$ cat src/sv/kis_pkg.sv
// ----------------------------------------------------------------------------
// kis_pkg: shared types and constants for the keyframe interval search core
// Item payloads, status codes and default sizing.
// ----------------------------------------------------------------------------
package kis_pkg;

  localparam int unsigned MaxKeysDefault = 256;

  typedef enum logic [2:0] {
    ST_ADDED     = 3'd0,
    ST_DUPLICATE = 3'd1,
    ST_FULL      = 3'd2,
    ST_ADVANCED  = 3'd3,
    ST_UNCHANGED = 3'd4,
    ST_NO_KEYS   = 3'd5
  } kis_status_t;

  localparam logic OP_ADD     = 1'b0;
  localparam logic OP_ADVANCE = 1'b1;

  typedef struct packed {
    logic        opcode;
    logic [31:0] time_value;
  } kis_in_t;

  typedef struct packed {
    logic [2:0]  status;
    logic [7:0]  left_index;
    logic        left_valid;
    logic [7:0]  right_index;
    logic        right_valid;
    logic [15:0] fraction;
    logic [31:0] now_time;
  } kis_out_t;

  // divider handshake
  typedef struct packed {
    logic        start;
    logic [31:0] num;
    logic [31:0] den;
  } kis_div_req_t;

  typedef struct packed {
    logic        done;
    logic [15:0] quot;
  } kis_div_rsp_t;

endpackage

$ cat src/sv/kis_div.sv
// ----------------------------------------------------------------------------
// kis_div: restoring divider for the interpolation fraction
// Computes (num << 16) / den truncated to 16 bits, num < den, one bit a cycle.
// ----------------------------------------------------------------------------
module kis_div
  import kis_pkg::*;
(
  input  logic         clk,
  input  logic         rst_n,
  input  kis_div_req_t req,
  output kis_div_rsp_t rsp
);

  logic [32:0] rem_r, rem_nxt;
  logic [31:0] den_r, den_nxt;
  logic [15:0] quot_r, quot_nxt;
  logic [4:0]  cnt_r, cnt_nxt;
  logic        busy_r, busy_nxt;
  logic        done_r, done_nxt;
  logic [33:0] trial;

  always_comb begin
    rem_nxt  = rem_r;
    den_nxt  = den_r;
    quot_nxt = quot_r;
    cnt_nxt  = cnt_r;
    busy_nxt = busy_r;
    done_nxt = 1'b0;
    trial    = {rem_r, 1'b0} - {2'b0, den_r};
    if (req.start) begin
      rem_nxt  = {1'b0, req.num};
      den_nxt  = req.den;
      cnt_nxt  = 5'd0;
      busy_nxt = 1'b1;
    end else if (busy_r) begin
      if (!trial[33]) begin
        rem_nxt  = trial[32:0];
        quot_nxt = {quot_r[14:0], 1'b1};
      end else begin
        rem_nxt  = {rem_r[31:0], 1'b0};
        quot_nxt = {quot_r[14:0], 1'b0};
      end
      cnt_nxt = cnt_r + 5'd1;
      if (cnt_r == 5'd15) begin
        busy_nxt = 1'b0;
        done_nxt = 1'b1;
      end
    end
  end

  always_ff @(posedge clk) begin
    if (!rst_n) begin
      busy_r <= 1'b0;
      done_r <= 1'b0;
      cnt_r  <= 5'd0;
    end else begin
      busy_r <= busy_nxt;
      done_r <= done_nxt;
      cnt_r  <= cnt_nxt;
    end
    rem_r  <= rem_nxt;
    den_r  <= den_nxt;
    quot_r <= quot_nxt;
  end

  assign rsp.done = done_r;
  assign rsp.quot = quot_r;

endmodule

$ cat config.mk
export PLATFORM = sky130hd
export DESIGN_NAME = kis_div
export DESIGN_NICKNAME = d
export VERILOG_FILES = /design/src/sv/kis_pkg.sv /design/src/sv/kis_div.sv
export SDC_FILE = /design/constraint.sdc
export NUM_CORES = 1
export LEC_CHECK = 0
export ABC_CLOCK_PERIOD_IN_PS = 5500
export BUFFER_PORTS_ARGS = -buffer_cell sky130_fd_sc_hd__buf_2
export CAP_MARGIN = 20
export CELL_PAD_IN_SITES_DETAIL_PLACEMENT = 1
export CELL_PAD_IN_SITES_GLOBAL_PLACEMENT = 2
export CORE_UTILIZATION = 39
export CTS_CLUSTER_DIAMETER = 40
export DETAILED_ROUTE_END_ITERATION = 8
export GPL_ROUTABILITY_DRIVEN = 0
export MAX_ROUTING_LAYER = met4
export PLACE_DENSITY_LB_ADDON = 0.12
export SYNTH_ARGS = -nofsm -noshare
export SYNTH_HDL_FRONTEND = slang
export SYNTH_SLANG_ARGS = --single-unit
$ cat constraint.sdc
create_clock -name clk -period 5.5 [get_ports clk]
set_input_delay 0.275 -clock clk [delete_from_list [all_inputs] [get_ports clk]]
set_output_delay 0.275 -clock clk [all_outputs]
set_load 0.1 [all_outputs]
==> results by group <==
Worst setup path
  – CP Launch Type: register
  – Critical Path AT: 3.61 ns
  – CP max stage delay: 0.45 ns
  – Crit path buffers/inverters: 1
  – R2r setup slk: 1.96 ns
  – Worst Path Class, Setup: reg -> reg
  – Reg2reg path depth: 11
  – Critical Path End Type: register
  – Critical path cell sequence: inv_1 > fa_1 > nand2b_1 > a21oi_1 > o211ai_1 > a211oi_1 > o21ai_1 > o21ai_0 > mux2_2 > o21ai_0 > a31oi_1
  – RR Startpoint: rem_r[0]$_DFFE_PP_
  – CP Max Fanout: 6
  – Cell mode on critical path: o21ai_0
  – Slowest cell on the critical path: fa_1
  – Critical Path RT: 5.57 ns
  – Cell family with most CP delay: compound AO/OA/AOI/OAI gates
  – Reg-to-Reg End: rem_r[24]$_DFFE_PP_

Synthesis
  – Ys Warns: 0
  – Synth Register Bits: 88
  – Main flop type after synthesis: edfxtp_1
  – Yosys top cell by area: edfxtp_1
  – Synth top area share: 44.5%
  – Cells after synthesis: 543
  – Syn nets: 644
  – Netlist Area Pre-Place: 5400 sq um
  – Synth area leaders: edfxtp_1 (44%), ha_1 (7.6%), nand2_1 (4.3%)
  – Synth Area per Inst: 9.95 sq um
  – Post-synthesis sequential area ratio: 47.4%
  – Post-synthesis async set-or-reset flop share: 0%
  – Number of synthesized flops with an enable pin: 80
  – Distinct cells, synth: 58

Final layout
  – Antenna diodes: 0
  – Layout Area Growth over Synthesis: 15.6%
  – Fraction of layout cells with a size suffix above 1: 18.4%
  – Fin nets: 717
  – Final core utilization: 46.6%
  – Finished Layout Cells: 797

Status
  – Outcome: complete, no violations

STA
  – Worst-Margin Slew: 0.934 ns
  – Final Hold Fails: 0
  – Relative slew slack: 37.8%
  – Setup TNS: 0 ns
  – Setup Skew: 0.00719 ns
  – Final hold slack: 0.0898 ns
  – RSZ-0062 raised after global routing: no
  – F_max: 283 MHz
  – Final Cycle Share: 64.4%
  – Fin crit period: 3.54 ns
  – Pins over their slew limit: 0
  – Final setup fails: 0

CTS
  – CTS tree: built
  – Clock Tree Buf Depth: 2
  – Clk root buf: clkbuf_16
  – Post-CTS Resized: 0
  – Post-CTS Hold Buffers: 0
  – Clock sinks: 88
  – Post-CTS setup buffer count: 0
  – # H-tree levels: 3
  – Insertion delay of the later-clocked pin in the worst-skew pair: 0.36 ns
  – CTS clk-pin slew, worst paths: 0.07 ns
  – Number of buffers created by CTS: 9

Routing
  – Wire per inst: 16.4 microns
  – Post-DRT Antenna Nets: 0
  – WL met2: 5990 microns
  – DR pass1 iterations: 4
  – Iter 0 DRT Violations: 136
  – Via density: 5.28
  – Wirelength, routed: 13100 microns
  – DR WL met3: 529 microns
  – Met1 wire length: 6410 microns
  – Top layer reached by signal wires: met4
  – Via count: 4212
  – DRC viols: 0

Power and ir drop
  – Pwr per Cell Area: 466 nW/um^2
  – Worst vdd ir: 0.211 mV
  – PnR Total Power: 2.91 mW
  – Pleak: 2.67 nW

Floorplan
  – Initial Utilization: 40.3%
  – Die Span Y: 120 microns
  – CORE AREA: 13400 sq um
  – Placement Rows: 42
  – Die footprint: 14300 sq um
  – Die width: 120 microns
  – Num ports: 84

Placement
  – Hpwl dp: 9540 microns
  – Placed Cells: 781
  – Port Buffers: 83

GRT
  – First-pass GRT wire length: 21800 microns
  – Total GRT Usage: 20.1%
  – Grt ovf: 0
  – Vias in the first global route: 4332
  – Pin count of the biggest net entering global routing: 52
  – Initial antenna violation count: 0

Hold path
  – Worst Hold Launch: req[26]
  – Hold WC Path Type: in -> reg
  – Worst hold endpoint: den_r[26]$_DFFE_PP_
  – Worst Hold Depth: 1

Run
  – Max cap viols: 0
-- worst max-delay path by stage --
stage,from,to,slack (ns),cells after the start
floorplan,rem_r[0]$_DFFE_PP_,rem_r[24]$_DFFE_PP_,2.60,11
global placement,rem_r[0]$_DFFE_PP_,rem_r[24]$_DFFE_PP_,1.99,11
detailed placement,rem_r[0]$_DFFE_PP_,rem_r[24]$_DFFE_PP_,1.93,11
CTS,rem_r[0]$_DFFE_PP_,rem_r[24]$_DFFE_PP_,1.90,11
global route,rem_r[14]$_DFFE_PP_,rem_r[5]$_DFFE_PP_,1.76,10
finish,rem_r[0]$_DFFE_PP_,rem_r[24]$_DFFE_PP_,1.96,11
-- routing by layer --
metal	global-route usage, %	vias to the layer above
met1	26.5	2018
met3	3.80	13
li1	-	2096
met5	-	-
met4	5.63	0
met2	31.6	85
-- cells in the final DEF (no fill, tap or decap), drive strengths merged, types with 2 or more instances in the layout --
cell and count:
o21a 4, nor3b 2, nor4 2, nand4 4
a221o 2, nor3 9, o211ai 6, a21o 9
a31oi 3, dfxtp 8, inv 46, a211o 3
clkbuf 9, nand2b 5, ha 33, buf 85
edfxtp 80, nor2 46, nor2b 6, nand3 9
or3 2, a311oi 2, a211oi 7, and3 7
mux2i 21, nand2 64, xor2 15, and2 3
a21boi 2, a21oi 43, xnor2 16, nand3b 2
o311ai 2, o21ai 48, o31ai 2
-- registers in the layout (all words and copies together), names as in the netlist --
| name | cells |
|---|---|
| done_r | 1 |
| rem_r | 33 |
| busy_r | 1 |
| quot_r | 16 |
| den_r | 32 |
| cnt_r | 5 |
-- cells in the mapped netlist (2+ instances only) --
| master | number |
|---|---|
| nor2_1 | 46 |
| o21ai_0 | 30 |
| dfxtp_1 | 8 |
| o21ai_1 | 18 |
| xor2_1 | 15 |
| and3_1 | 7 |
| nand3b_1 | 2 |
| nand2_2 | 2 |
| o31ai_1 | 2 |
| a21o_1 | 9 |
| a211oi_1 | 5 |
| nand2b_1 | 5 |
| mux2i_1 | 21 |
| clkbuf_1 | 15 |
| a211o_1 | 3 |
| o21a_1 | 4 |
| and2_1 | 3 |
| a21oi_1 | 42 |
| ha_1 | 33 |
| a221o_1 | 2 |
| xnor2_1 | 16 |
| buf_2 | 2 |
| inv_1 | 40 |
| buf_6 | 3 |
| nor2b_1 | 6 |
| buf_4 | 3 |
| a211oi_2 | 2 |
| or3_1 | 2 |
| nor3_1 | 9 |
| edfxtp_1 | 80 |
| a31oi_1 | 3 |
| nand4_1 | 4 |
| nand3_1 | 9 |
| o211ai_1 | 5 |
| nand2_1 | 62 |
| a21boi_0 | 2 |
| nor3b_1 | 2 |
-- area by class of cell --
cell class / count / area, sq um
Fill cell: 1564 / 7150
Timing Repair Buffer: 85 / 433
Multi-Input combinational cell: 391 / 2560
Clock inverter: 7 / 86.3
Clock buffer: 9 / 225
Tap cell: 176 / 220
Sequential cell: 88 / 2560
Inverter: 41 / 156
-- power breakdown --
part | internal [mW] | switching (mW) | leakage (nW)
Sequential | 0.870 | 0.0632 | 0.853
Clock | 0.364 | 0.298 | 0.151
Combinational | 0.527 | 0.788 | 1.67
-- stage by stage --
step                area, sq um  worst slack, ns
CTS                        6250             1.90
global route               6250             1.76
floorplan                  5400             2.60
global placement           5930             1.99
finish                     6250             1.96
detailed placement         5930             1.93
-- cell families (layout without fill, tap and decap cells) --
group | Yosys count | in the layout | share of synthesized area, %
simple gates | 162 | 162 | 13.5
compound gates | 142 | 142 | 16.7
flops | 88 | 88 | 47.4
buf+inv | 64 | 142 | 5.16
fa+ha+maj | 34 | 34 | 8.01
xor+xnor | 31 | 31 | 5.02
mux | 22 | 22 | 4.10
No activity file was read; power rests on OpenSTA's default activity.
